**config.mk**
```make
export PLATFORM = sky130hd
export DESIGN_NAME = utf8_text_validator_core
export DESIGN_NICKNAME = d
export VERILOG_FILES = /design/src/rtl/utf8v_pkg.sv /design/src/rtl/utf8v_step.sv /design/src/rtl/utf8_text_validator_core.sv
export SDC_FILE = /design/constraint.sdc
export NUM_CORES = 1
export LEC_CHECK = 0
export ABC_CLOCK_PERIOD_IN_PS = 1590
export BUFFER_PORTS_ARGS = -buffer_cell sky130_fd_sc_hd__buf_4
export CAP_MARGIN = 20
export CORE_MARGIN = 10
export CORE_UTILIZATION = 35
export CTS_BUF_LIST = sky130_fd_sc_hd__clkbuf_4 sky130_fd_sc_hd__clkbuf_8
export CTS_CLUSTER_DIAMETER = 80
export DETAILED_ROUTE_END_ITERATION = 7
export GPL_TIMING_DRIVEN = 0
export PLACE_DENSITY = 0.55
export SKIP_LAST_GASP = 1
export SYNTH_ARGS = -nofsm -noshare
export SYNTH_HDL_FRONTEND = slang
export SYNTH_SLANG_ARGS = --single-unit
```
**constraint.sdc**
```tcl
create_clock -name clk -period 1.59 [get_ports clk]
set_input_delay 0.159 -clock clk [delete_from_list [all_inputs] [get_ports clk]]
set_output_delay 0.159 -clock clk [all_outputs]
set_load 0.01 [all_outputs]
```
**src/rtl/utf8v_pkg.sv**
```systemverilog
// Shared types, constants and decode functions for the UTF-8 text validator.
package utf8v_pkg;

  typedef enum logic [1:0] {
    VERDICT_VALID      = 2'd0,
    VERDICT_BAD_LEAD   = 2'd1,
    VERDICT_BAD_CONT   = 2'd2,
    VERDICT_INCOMPLETE = 2'd3
  } verdict_t;

  localparam logic [7:0] BOM_BYTE0 = 8'hEF;
  localparam logic [7:0] BOM_BYTE1 = 8'hBB;
  localparam logic [7:0] BOM_BYTE2 = 8'hBF;

  localparam logic [1:0] BOM_LAST_POS = 2'd2;
  localparam logic [1:0] POS_SATURATED = 2'd3;

  typedef struct packed {
    logic       expect_cont;
    logic [2:0] seq_count;
    verdict_t   latched_error;
    logic [1:0] byte_pos;
    logic       bom_matching;
    logic       bom_found;
  } state_t;

  localparam state_t STATE_RESET = '{
    expect_cont:   1'b0,
    seq_count:     3'd0,
    latched_error: VERDICT_VALID,
    byte_pos:      2'd0,
    bom_matching:  1'b1,
    bom_found:     1'b0
  };

  typedef struct packed {
    logic       bad;
    logic [2:0] followers;
  } lead_info_t;

  // Number of continuation bytes announced by a lead byte, and whether it is a bad lead.
  function automatic lead_info_t lead_decode(input logic [7:0] b);
    lead_info_t info;
    info.bad       = 1'b0;
    info.followers = 3'd0;
    if (b[7] == 1'b0) begin
      info.followers = 3'd0;
    end else if (b[7:5] == 3'b110) begin
      info.followers = 3'd1;
    end else if (b[7:4] == 4'b1110) begin
      info.followers = 3'd2;
    end else if (b[7:3] == 5'b11110) begin
      info.followers = 3'd3;
    end else if (b[7:2] == 6'b111110) begin
      info.followers = 3'd4;
    end else if (b[7:1] == 7'b1111110) begin
      info.followers = 3'd5;
    end else begin
      info.bad = 1'b1;
    end
    return info;
  endfunction

  function automatic logic [7:0] bom_byte_at(input logic [1:0] pos);
    logic [7:0] b;
    case (pos)
      2'd0:    b = BOM_BYTE0;
      2'd1:    b = BOM_BYTE1;
      default: b = BOM_BYTE2;
    endcase
    return b;
  endfunction

endpackage

```
**src/rtl/utf8v_step.sv**
```systemverilog
// Per-byte next-state and verdict logic of the UTF-8 text validator.
module utf8v_step (
  input  utf8v_pkg::state_t   state_cur,
  input  logic [7:0]          text_byte,
  output utf8v_pkg::state_t   state_nxt,
  output logic                is_term,
  output utf8v_pkg::verdict_t verdict,
  output logic [2:0]          missing_bytes
);

  utf8v_pkg::lead_info_t lead;

  always_comb begin
    lead          = utf8v_pkg::lead_decode(text_byte);
    state_nxt     = state_cur;
    is_term       = (text_byte == 8'd0);
    verdict       = utf8v_pkg::VERDICT_VALID;
    missing_bytes = 3'd0;

    if (is_term) begin
      if (state_cur.bom_found) begin
        verdict = utf8v_pkg::VERDICT_VALID;
      end else if (state_cur.latched_error != utf8v_pkg::VERDICT_VALID) begin
        verdict = state_cur.latched_error;
      end else if (state_cur.expect_cont) begin
        verdict       = utf8v_pkg::VERDICT_INCOMPLETE;
        missing_bytes = state_cur.seq_count;
      end
      state_nxt = utf8v_pkg::STATE_RESET;
    end else begin
      // The byte order mark is tracked even after an error is latched.
      if (state_cur.byte_pos != utf8v_pkg::POS_SATURATED) begin
        if (text_byte != utf8v_pkg::bom_byte_at(state_cur.byte_pos)) begin
          state_nxt.bom_matching = 1'b0;
        end else if (state_cur.byte_pos == utf8v_pkg::BOM_LAST_POS &&
                     state_cur.bom_matching) begin
          state_nxt.bom_found = 1'b1;
        end
        state_nxt.byte_pos = state_cur.byte_pos + 2'd1;
      end

      if (state_cur.latched_error == utf8v_pkg::VERDICT_VALID) begin
        if (!state_cur.expect_cont) begin
          if (lead.bad) begin
            state_nxt.latched_error = utf8v_pkg::VERDICT_BAD_LEAD;
          end else if (lead.followers != 3'd0) begin
            state_nxt.expect_cont = 1'b1;
            state_nxt.seq_count   = lead.followers;
          end
        end else if (text_byte[7:6] == 2'b10) begin
          state_nxt.seq_count = state_cur.seq_count - 3'd1;
          if (state_cur.seq_count == 3'd1) begin
            state_nxt.expect_cont = 1'b0;
          end
        end else begin
          state_nxt.latched_error = utf8v_pkg::VERDICT_BAD_CONT;
        end
      end
    end
  end

endmodule

```
**src/rtl/utf8_text_validator_core.sv**
```systemverilog
// Top level of the UTF-8 text validator: state registers and result register.
// The validator takes one text byte per cycle and keeps up with back-to-back
// transfers; a zero byte ends the text, and its verdict appears on the result
// port in the cycle after the terminator transfer. Every other byte updates
// only the internal state and gives no result. The per-byte logic sits between
// the state registers and a single result register, so the only thing that
// holds off input is a verdict still waiting in that register while out_stall
// is high.
module utf8_text_validator_core (
  input  logic       clk,
  input  logic       rst_n,
  input  logic       in_valid,
  output logic       in_stall,
  input  logic [7:0] in_text_byte,
  output logic       out_valid,
  input  logic       out_stall,
  output logic [1:0] out_verdict,
  output logic [2:0] out_missing_bytes
);

  utf8v_pkg::state_t   state_r;
  utf8v_pkg::state_t   state_nxt;
  logic                is_term;
  utf8v_pkg::verdict_t verdict;
  logic [2:0]          missing;
  logic                in_xfer;
  logic                out_valid_r;
  logic                out_valid_nxt;
  utf8v_pkg::verdict_t verdict_r;
  logic [2:0]          missing_r;

  utf8v_step u_step (
    .state_cur     (state_r),
    .text_byte     (in_text_byte),
    .state_nxt     (state_nxt),
    .is_term       (is_term),
    .verdict       (verdict),
    .missing_bytes (missing)
  );

  assign in_stall = out_valid_r & out_stall;
  assign in_xfer  = in_valid & ~in_stall;

  always_comb begin
    out_valid_nxt = out_valid_r & out_stall;
    if (in_xfer && is_term) begin
      out_valid_nxt = 1'b1;
    end
  end

  always_ff @(posedge clk) begin
    if (!rst_n) begin
      state_r     <= utf8v_pkg::STATE_RESET;
      out_valid_r <= 1'b0;
    end else begin
      out_valid_r <= out_valid_nxt;
      if (in_xfer) begin
        state_r <= state_nxt;
      end
    end
  end

  always_ff @(posedge clk) begin
    if (in_xfer && is_term) begin
      verdict_r <= verdict;
      missing_r <= missing;
    end
  end

  assign out_valid         = out_valid_r;
  assign out_verdict       = verdict_r;
  assign out_missing_bytes = missing_r;

endmodule

```
After elaboration in Yosys (flattened, before gate mapping)
Index checks and enable logic that the tools add are counted.
W data, S select, Z words.
{"block": "word_totals", "register_bits": 16, "output_inout_bits": 7, "inputBits": 12, "elab_cells": 83}
{"block": "classes", "eq_ne": 15, "add_sub_neg": 2, "mux": 31, "n_bitwise": 5, "n_reduce_logical": 21}
{"op": "$mux W3", "n": 6}
{"op": "$mux W4", "n": 4}
{"op": "$mux W8", "n": 2}
{"op": "$pmux W7 S2", "n": 1}
{"op": "$mux W6", "n": 2}
{"op": "$mux W1", "n": 11}
{"op": "$mux W10", "n": 1}
{"op": "$reduce_bool A2 Y1", "n": 5}
{"op": "$reduce_bool A3 Y1", "n": 3}
{"op": "$logic_not A8 Y1", "n": 1}
{"op": "$mux W2", "n": 4}
{"op": "$ne A8 B8 Y1", "n": 1}
{"op": "$reduce_and A4 Y1", "n": 2}
{"op": "$eq A7 B7 Y1 const B", "n": 1}
{"op": "$eq A6 B6 Y1 const B", "n": 1}
{"op": "$ne A3 B3 Y1 const B", "n": 2}
{"op": "$eq A5 B5 Y1 const B", "n": 1}
{"op": "$reduce_and A5 Y1", "n": 1}
{"op": "$eq A2 B2 Y1 const B", "n": 2}
{"op": "$eq A4 B4 Y1 const B", "n": 1}
{"op": "$logic_not A2 Y1", "n": 2}
{"op": "$ne A2 B2 Y1 const B", "n": 2}
{"op": "$reduce_and A2 Y1", "n": 2}
{"op": "$reduce_or A4 Y1", "n": 1}
{"op": "11 further kinds", "n": 15}

Depth between registers and ports, before layout
Gate-level depths: netlist (run 1).
{"block": "depth", "depth_word": 13, "mapped_depth": 7, "ltp_nobuf": 7}

By module
A second synthesis (run 1) with hierarchy kept.
{"block": "unflattened", "hier_cells": 139, "area_unflattened_um2": 1103.6}
{"module": "utf8_text_validator_core", "n_inst": 1, "seq_area_each_um2": 370.4, "area_per_inst_um2": 605.6, "cells_each": 55}
{"module": "utf8v_step", "n_inst": 1, "seq_area_each_um2": 0.0, "area_per_inst_um2": 498.0, "cells_each": 84}

Least setup slack after synthesis (run 1)
OpenSTA, ideal clock, no wires.
{"block": "synth_path", "path_kind": "register -> register", "from": "register state_r[2] (netlist bit)", "to": "register state_r[0] (netlist bit)", "t_arrival_ns": 1.323, "t_required_ns": 1.525, "path_slack_ns": 0.202, "setup_time_ns": 0.065, "stages_incl_launch_ff": 7, "synth_period_minus_slack_ns": 1.388, "n_path_buf": 0, "path_cell_list": "dfxtp_1 inv_1 ha_1 xnor2_1 nor4_1 a41oi_1 nor2_1"}
{"block": "synth_between", "elab_chain_cells": 7, "elab_cells_between_ends": 13, "cone_classes": "eq/ne: 5; mux: 3; reduce/logical: 5"}
{"element": "from (decl)", "line_no": "utf8_text_validator_core.sv:21", "rtl": "utf8v_pkg::state_t state_r;"}
{"element": "from (signal assigned)", "line_no": "utf8_text_validator_core.sv:53", "rtl": "state_r <= utf8v_pkg::STATE_RESET;"}
{"element": "from (signal assigned)", "line_no": "utf8_text_validator_core.sv:58", "rtl": "state_r <= state_nxt;"}
{"element": "$eq A2 B1 Y1 / $logic_not A2 Y1 (equally long branches)", "line_no": "utf8v_pkg.sv:66", "rtl": "case (pos)"}
{"element": "$pmux W7 S2", "line_no": "utf8v_pkg.sv:66"}
{"element": "$mux W8", "line_no": "utf8v_step.sv:32", "rtl": "if (state_cur.byte_pos != utf8v_pkg::POS_SATURATED) begin"}
{"element": "$mux W8", "line_no": "utf8v_step.sv:20", "rtl": "if (is_term) begin"}
{"element": "$ne A8 B8 Y1", "line_no": "utf8v_step.sv:33", "rtl": "if (text_byte != utf8v_pkg::bom_byte_at(state_cur.byte_pos)) begin"}
{"element": "$ne A2 B2 Y1 (no line)"}
{"element": "$reduce_and A4 Y1 (no line) (*)"}
Mark *: on every way between the ends. The rest lies on a longest branch, timed or not. The select of a mux whose other input is x is not followed.
A chain may end at the register's enable or synchronous reset.

Worst setup path in the final report (run 1)
{"block": "layout_path", "from": "register state_r[3] (netlist bit)", "to": "register state_r[0] (netlist bit)"}
The elaborated chain is that of the path after synthesis.

==> reports/metrics.cfg, run 1 <==
[route]
via_count = 954
antenna_left = 0
drt-pass1-iter-count = 4
drtIter0Drc = 77
wire_per_inst_microns = 13.89
post_drt_via_cell_ratio = 5.157
drc = 0
wirelength_microns = 2569

[synthesis]
syn_nets = 140
ys_seq_area_share_pct = 33.83
synth_warnings = 0
synthFlopType = dfxtp_1
netlist_area_sq_um = 1095
ys_ff_latch = 16
synth.avg_cell_area_sq_um = 9.048
synth_top_area_cell = dfxtp_1
yosys-top-cells-area = dfxtp_1 (20%), edfxtp_1 (14%), ha_1 (8.0%), nor2_1 (4.8%), a21oi_1 (3.7%)
ys_types = 40
synthCells = 121
synth.top_cell.area_share_pct = 20.11
synth_enable_flop_cells = 5
synthArstFlopShare_pct = 0

[critical_path]
cp.arrival_ps = 1680
end_kind = register
reg2reg_to = state_r[0]
path_class = register to register
reg2reg_from = state_r[3]
reg2regPathDepth = 6
r2r_slack_ps = 140
crit_path_max_fanout = 4
worstSetupStartpointType = register
cp.required_ps = 1820

[power_and_ir_drop]
p_total_mw = 0.8351
p_per_area_nw_per_um2 = 639.9
ir_drop_mv = 0.3856
p_leak_nw = 0.4844

[grt]
grt_max_degree = 11
grt_pass1_wl_microns = 4443
grt_use_total_pct = 8.935
grt_pass1_vias = 1017
grt_antenna_before_repair = 0
gr-total-overflow = 0

[die]
dieArea_sq_um = 5765
rows = 20
die_x_microns = 75.93
io_pins = 19
start_util_pct = 36.16
coreArea_sq_um = 3028
die_y_microns = 75.93

[timing]
slew_headroom_pct = 65.85
skew_ps = 9.899
hold-worst-slack_ps = 130.7
period_needed_ps = 1451
setup_ws_ps = 139.4
max_freq_mhz = 689.3
hold_viol = 0
fin_tns_setup_ps = 0
finalCritPeriodShare_pct = 91.24
worstMarginPinSlew_ps = 511.2
setup-violations-final = 0
rsz0062_at_grt = true
finalMaxSlewViolations = 0

[worst_hold_path]
holdPathStages = 3
hold_start = rst_n
hold-path-endpoint = state_r[8]
hold_class = primary input to register

[clock_network]
cts_tree = yes
cts_hold_buf = 0
path_clk_slew_ps = 90
clkSinkCount = 16
h-tree-depth = 1
cts_max_path_buffers = 2
cts_root_buffer = clkbuf_4
cts-buffers-inserted = 3
insertion_delay_ps = 290

[finish]
area_delta_synth_final_pct = 19.20
layout_commonest_cell = buf_4
final_util_pct = 43.10
drive_above_1_share_pct = 25.53
ff_latch_area_sq_um = 372.9
antennaDiodeCount = 0
multi_input_area_sq_um = 653.1
nets = 161
final_cell_mix = buf_4 (16), nor2_1 (14), inv_1 (9), nand2_1 (9), dfxtp_1 (9)
fillers = 314

[placement]
gp_congestion = 0.8728
hpwlAfterDp_microns = 2017
pre_cts_ws_ps = -48.14
portBuffers = 16

[flow_run]
cap_violations = 0

[outcome]
run_status = complete, no violations

## stage by stage
stage	area (sq um)	std cells
6_report	1305	185
5_1_grt	1305	185
4_1_cts	1303	185
3_5_place_dp	1270	181
3_3_place_gp	1270	181
2_1_floorplan	1095	121
## routing by layer
metal	wire (microns)	global-route usage [%]	vias to the layer above	part of all wire [%]
met4	47	3.409	0	1.8
met2	1249	15.14	32	49
met5	0	0	-	0
met3	160	3.302	6	6.2
met1	1111	9.872	435	43
li1	-	-	481	-
## synth_stat cells (2+ instances only)
| master | instances |
|---|---|
| nor2_1 | 14 |
| dfxtp_1 | 11 |
| inv_1 | 9 |
| nand2_1 | 9 |
| a21oi_1 | 8 |
| ha_1 | 7 |
| edfxtp_1 | 5 |
| nand3_1 | 4 |
| nand4b_1 | 4 |
| nor3_1 | 4 |
| a211oi_1 | 3 |
| buf_6 | 3 |
| nand2b_1 | 3 |
| o21ai_0 | 3 |
| a22oi_1 | 2 |
| a31oi_1 | 2 |
| a41oi_1 | 2 |
| buf_2 | 2 |
| nand3b_1 | 2 |
| nor4_1 | 2 |
| o21ai_1 | 2 |
| xnor2_1 | 2 |
## power breakdown
group / internal (mW) / switching (mW) / total (mW)
combinational: 0.0791 / 0.0904 / 0.170
clock: 0.0913 / 0.131 / 0.223
sequential: 0.429 / 0.0135 / 0.443
## logic make-up (layout without fill, tap and decap cells)
family                     after synthesis  in the layout  synth area share (%)
and+or+nand+nor                         50             50                 28.00
AOI/OAI and AO/OA                       31             31                 20.69
DFF                                     16             16                 33.83
buffers and inverters                   14             34                 7.085
adders and majority gates                7              7                 8.000
xor gates and xnor gates                 3              3                 2.400
## sequential cells by signal, summed over array words and instances (netlist names)
signal and cells:
out_missing_bytes 3, state_r 10, out_valid 1, out_verdict 2
## worst max path at each step
stage / startpoint / end / cells past startpoint
global placement: in_text_byte[3] / out_verdict[0] / 5
detailed placement: in_text_byte[3] / out_missing_bytes[2] / 5
CTS: state_r[2] / state_r[0] / 6
floorplan: state_r[2] / state_r[0] / 6
finish: state_r[3] / state_r[0] / 6
global route: state_r[3] / state_r[0] / 6
## timing repair
action,4_1_cts,5_1_grt
gates resized for setup,2,2
cloned,0,0
endpoints found under the setup margin,2,5
pin swaps,0,1
setup buffers,0,0
## critical path, stage by stage, from the launching register on
cell	delay (ps)
dfxtp_1	380
inv_1	90
ha_1	200
xnor2_1	130
nor4_2	340
a41oi_1	160
nor2_1	90
## layout make-up
class | count | share of cell area [%]
tap | 44 | 4.219
clock buffer | 3 | 1.726
sequential | 16 | 28.57
inverter | 9 | 2.589
clock inverter | 1 | 0.2876
multi-input combinational | 91 | 50.05
buffer | 5 | 3.356
timing repair buffer | 16 | 9.204
No activity file was read; power rests on OpenSTA's default activity.
==> inputs of run 2 (changes only) <==
--- a/config.mk
+++ b/config.mk
@@ -5,13 +5,12 @@
 export SDC_FILE = /design/constraint.sdc
 export NUM_CORES = 1
 export LEC_CHECK = 0
-export ABC_CLOCK_PERIOD_IN_PS = 1590
+export ABC_CLOCK_PERIOD_IN_PS = 1500
 export BUFFER_PORTS_ARGS = -buffer_cell sky130_fd_sc_hd__buf_4
 export CAP_MARGIN = 20
 export CORE_MARGIN = 10
 export CORE_UTILIZATION = 35
 export CTS_BUF_LIST = sky130_fd_sc_hd__clkbuf_4 sky130_fd_sc_hd__clkbuf_8
-export CTS_CLUSTER_DIAMETER = 80
 export DETAILED_ROUTE_END_ITERATION = 7
 export GPL_TIMING_DRIVEN = 0
 export PLACE_DENSITY = 0.55
==> constraint.sdc (replaced) <==
create_clock -name clk -period 1.5 [get_ports clk]
set_input_delay 0.15 -clock clk [delete_from_list [all_inputs] [get_ports clk]]
set_output_delay 0.15 -clock clk [all_outputs]
set_load 0.01 [all_outputs]
==> reports/metrics.cfg, run 2 (same netlist as run 1, synthesis figures left out) <==
[outcome]
run_status = complete, no violations  ; unchanged

[timing]
skew_ps = 11.01  ; was 9.899 ps
setup-violations-final = 0  ; unchanged
finalCritPeriodShare_pct = 94.32  ; was 91.24%
period_needed_ps = 1415  ; was 1451 ps
rsz0062_at_grt = true  ; unchanged
max_freq_mhz = 706.8  ; was 689.3 MHz
worstMarginPinSlew_ps = 465.3  ; was 511.2 ps
finalMaxSlewViolations = 0  ; unchanged
hold_viol = 0  ; unchanged
slew_headroom_pct = 68.65  ; was 65.85%
hold-worst-slack_ps = 125.6  ; was 130.7 ps

[grt]
grt_antenna_before_repair = 0  ; unchanged
grt_pass1_vias = 1017  ; unchanged
gr-total-overflow = 0  ; unchanged
grt_use_total_pct = 8.935  ; unchanged
grt_pass1_wl_microns = 4443  ; unchanged
grt_max_degree = 11  ; unchanged

[die]
io_pins = 19  ; unchanged
rows = 20  ; unchanged
dieArea_sq_um = 5765  ; unchanged
die_y_microns = 75.93  ; unchanged
coreArea_sq_um = 3028  ; unchanged
start_util_pct = 36.16  ; unchanged
die_x_microns = 75.93  ; unchanged

[critical_path]
path_class = register to register  ; unchanged
worstSetupStartpointType = register  ; unchanged
crit_path_top_delay_cell = dfxtp_2  ; was dfxtp_1
critPathMaxStageDelay_ps = 430  ; was 380 ps
path_cells = and2b_2 -> a221oi_4 -> nand4b_1 -> a21oi_1  ; was inv_1 -> ha_1 -> xnor2_1 -> nor4_2 -> a41oi_1 -> nor2_1
r2r_slack_ps = 90  ; was 140 ps
cp.required_ps = 1670  ; was 1820 ps
cp.arrival_ps = 1580  ; was 1680 ps
critical_path.top_delay_family = simple AND/OR/NAND/NOR gates  ; unchanged
end_kind = register  ; unchanged
crit_path_max_fanout = 8  ; was 4
cp_num_buf_inv = 0  ; was 1

[route]
via_count = 953  ; was 954
antenna_left = 0  ; unchanged
post_drt_via_cell_ratio = 5.151  ; was 5.157
drtIter0Drc = 95  ; was 77
wire_per_inst_microns = 13.97  ; was 13.89 microns
drc = 0  ; unchanged
drt-pass1-iter-count = 4  ; unchanged
wirelength_microns = 2585  ; was 2569 microns

[finish]
area_delta_synth_final_pct = 21.03  ; was 19.20%
regMostFlops = state_r  ; unchanged
fillers = 313  ; was 314
final_cell_mix = buf_4 (16), nor2_1 (13), nand2_1 (9)  ; was buf_4 (16), nor2_1 (14), inv_1 (9), nand2_1 (9), dfxtp_1 (9)
nets = 161  ; unchanged
layout_commonest_cell = buf_4  ; unchanged
drive_above_1_share_pct = 31.21  ; was 25.53%
antennaDiodeCount = 0  ; unchanged
largest_reg_flops = 10  ; unchanged

[clock_network]
cts_root_buffer = clkbuf_4  ; unchanged
clkSinkCount = 16  ; unchanged
h-tree-depth = 1  ; unchanged
insertion_delay_ps = 290  ; about the same
cts_hold_buf = 0  ; unchanged
cts-buffers-inserted = 3  ; unchanged
cts_max_path_buffers = 2  ; unchanged
cts_tree = yes  ; unchanged
path_clk_slew_ps = 100  ; was 90 ps

[placement]
hpwlAfterDp_microns = 2017  ; unchanged
portBuffers = 16  ; unchanged
gp_congestion = 0.8728  ; unchanged

[power_and_ir_drop]
p_per_area_nw_per_um2 = 669.3  ; was 639.9 nW/um^2
p_leak_nw = 0.4826  ; was 0.4844 nW
ir_drop_mv = 0.4064  ; was 0.3856 mV
p_total_mw = 0.8868  ; was 0.8351 mW

[flow_run]
cap_violations = 0  ; unchanged

[worst_hold_path]
hold_class = primary input to register  ; unchanged

-- run 2: what timing repair did --
action                                  4_1_cts  5_1_grt
pin swaps                                     0        3
gates cloned                                  0        0
resized for setup                             3       10
endpoints found under the setup margin        5       10
setup buffers                                 0        0
-- run 2: stage by stage --
| stage | TNS [ps] | setup slack [ps] | utilization, % | area (sq um) | cells |
|---|---|---|---|---|---|
| 4_1_cts | -40.07 | -40.07 | 43.06 | 1304 | 185 |
| 3_5_place_dp | -887.3 | -129.1 | 41.94 | 1270 | 181 |
| 5_1_grt | -28.01 | -28.01 | 43.76 | 1325 | 185 |
| 2_1_floorplan | 0 | 111.8 | - | 1095 | 121 |
| 3_3_place_gp | -866.4 | -120.4 | 41.94 | 1270 | 181 |
| 6_report | 0 | 85.14 | 43.76 | 1325 | 185 |
-- run 2: power breakdown --
group | internal, mW | total (mW) | switching (mW)
logic | 0.0854 | 0.184 | 0.0982
registers | 0.455 | 0.470 | 0.0152
clock network | 0.0967 | 0.233 | 0.136
total | 0.637 | 0.887 | 0.250
-- run 2: final timing paths --
path	from	end	cells past startpoint
hold reg to reg	state_r[1]	state_r[1]	2
setup / recovery	state_r[4]	state_r[7]	4
hold / removal	rst_n	state_r[8]	3
setup reg to reg	state_r[4]	state_r[7]	4
-- run 2: routing by layer --
layer,GRT usage [%],wire length (microns),vias up
met1,9.872,1121,443
met5,0,0,-
met4,3.409,25,0
li1,-,-,480
met2,15.14,1292,26
met3,3.302,145,4
-- run 2: worst register-to-register path, stage by stage, from the launching register on --
cell and delay, ps:
dfxtp_2 430, and2b_2 270, a221oi_4 350, nand4b_1 180
a21oi_1 70
-- run 2: area by class of cell --
class | count | area [sq um] | area share [%]
multi-input combinational | 91 | 669.4 | 50.52
sequential | 16 | 376.6 | 28.42
timing repair buffer | 16 | 120.1 | 9.065
tap | 44 | 55.05 | 4.155
buffer | 5 | 43.79 | 3.305
inverter | 9 | 33.78 | 2.550
clock buffer | 3 | 22.52 | 1.700
clock inverter | 1 | 3.754 | 0.2833
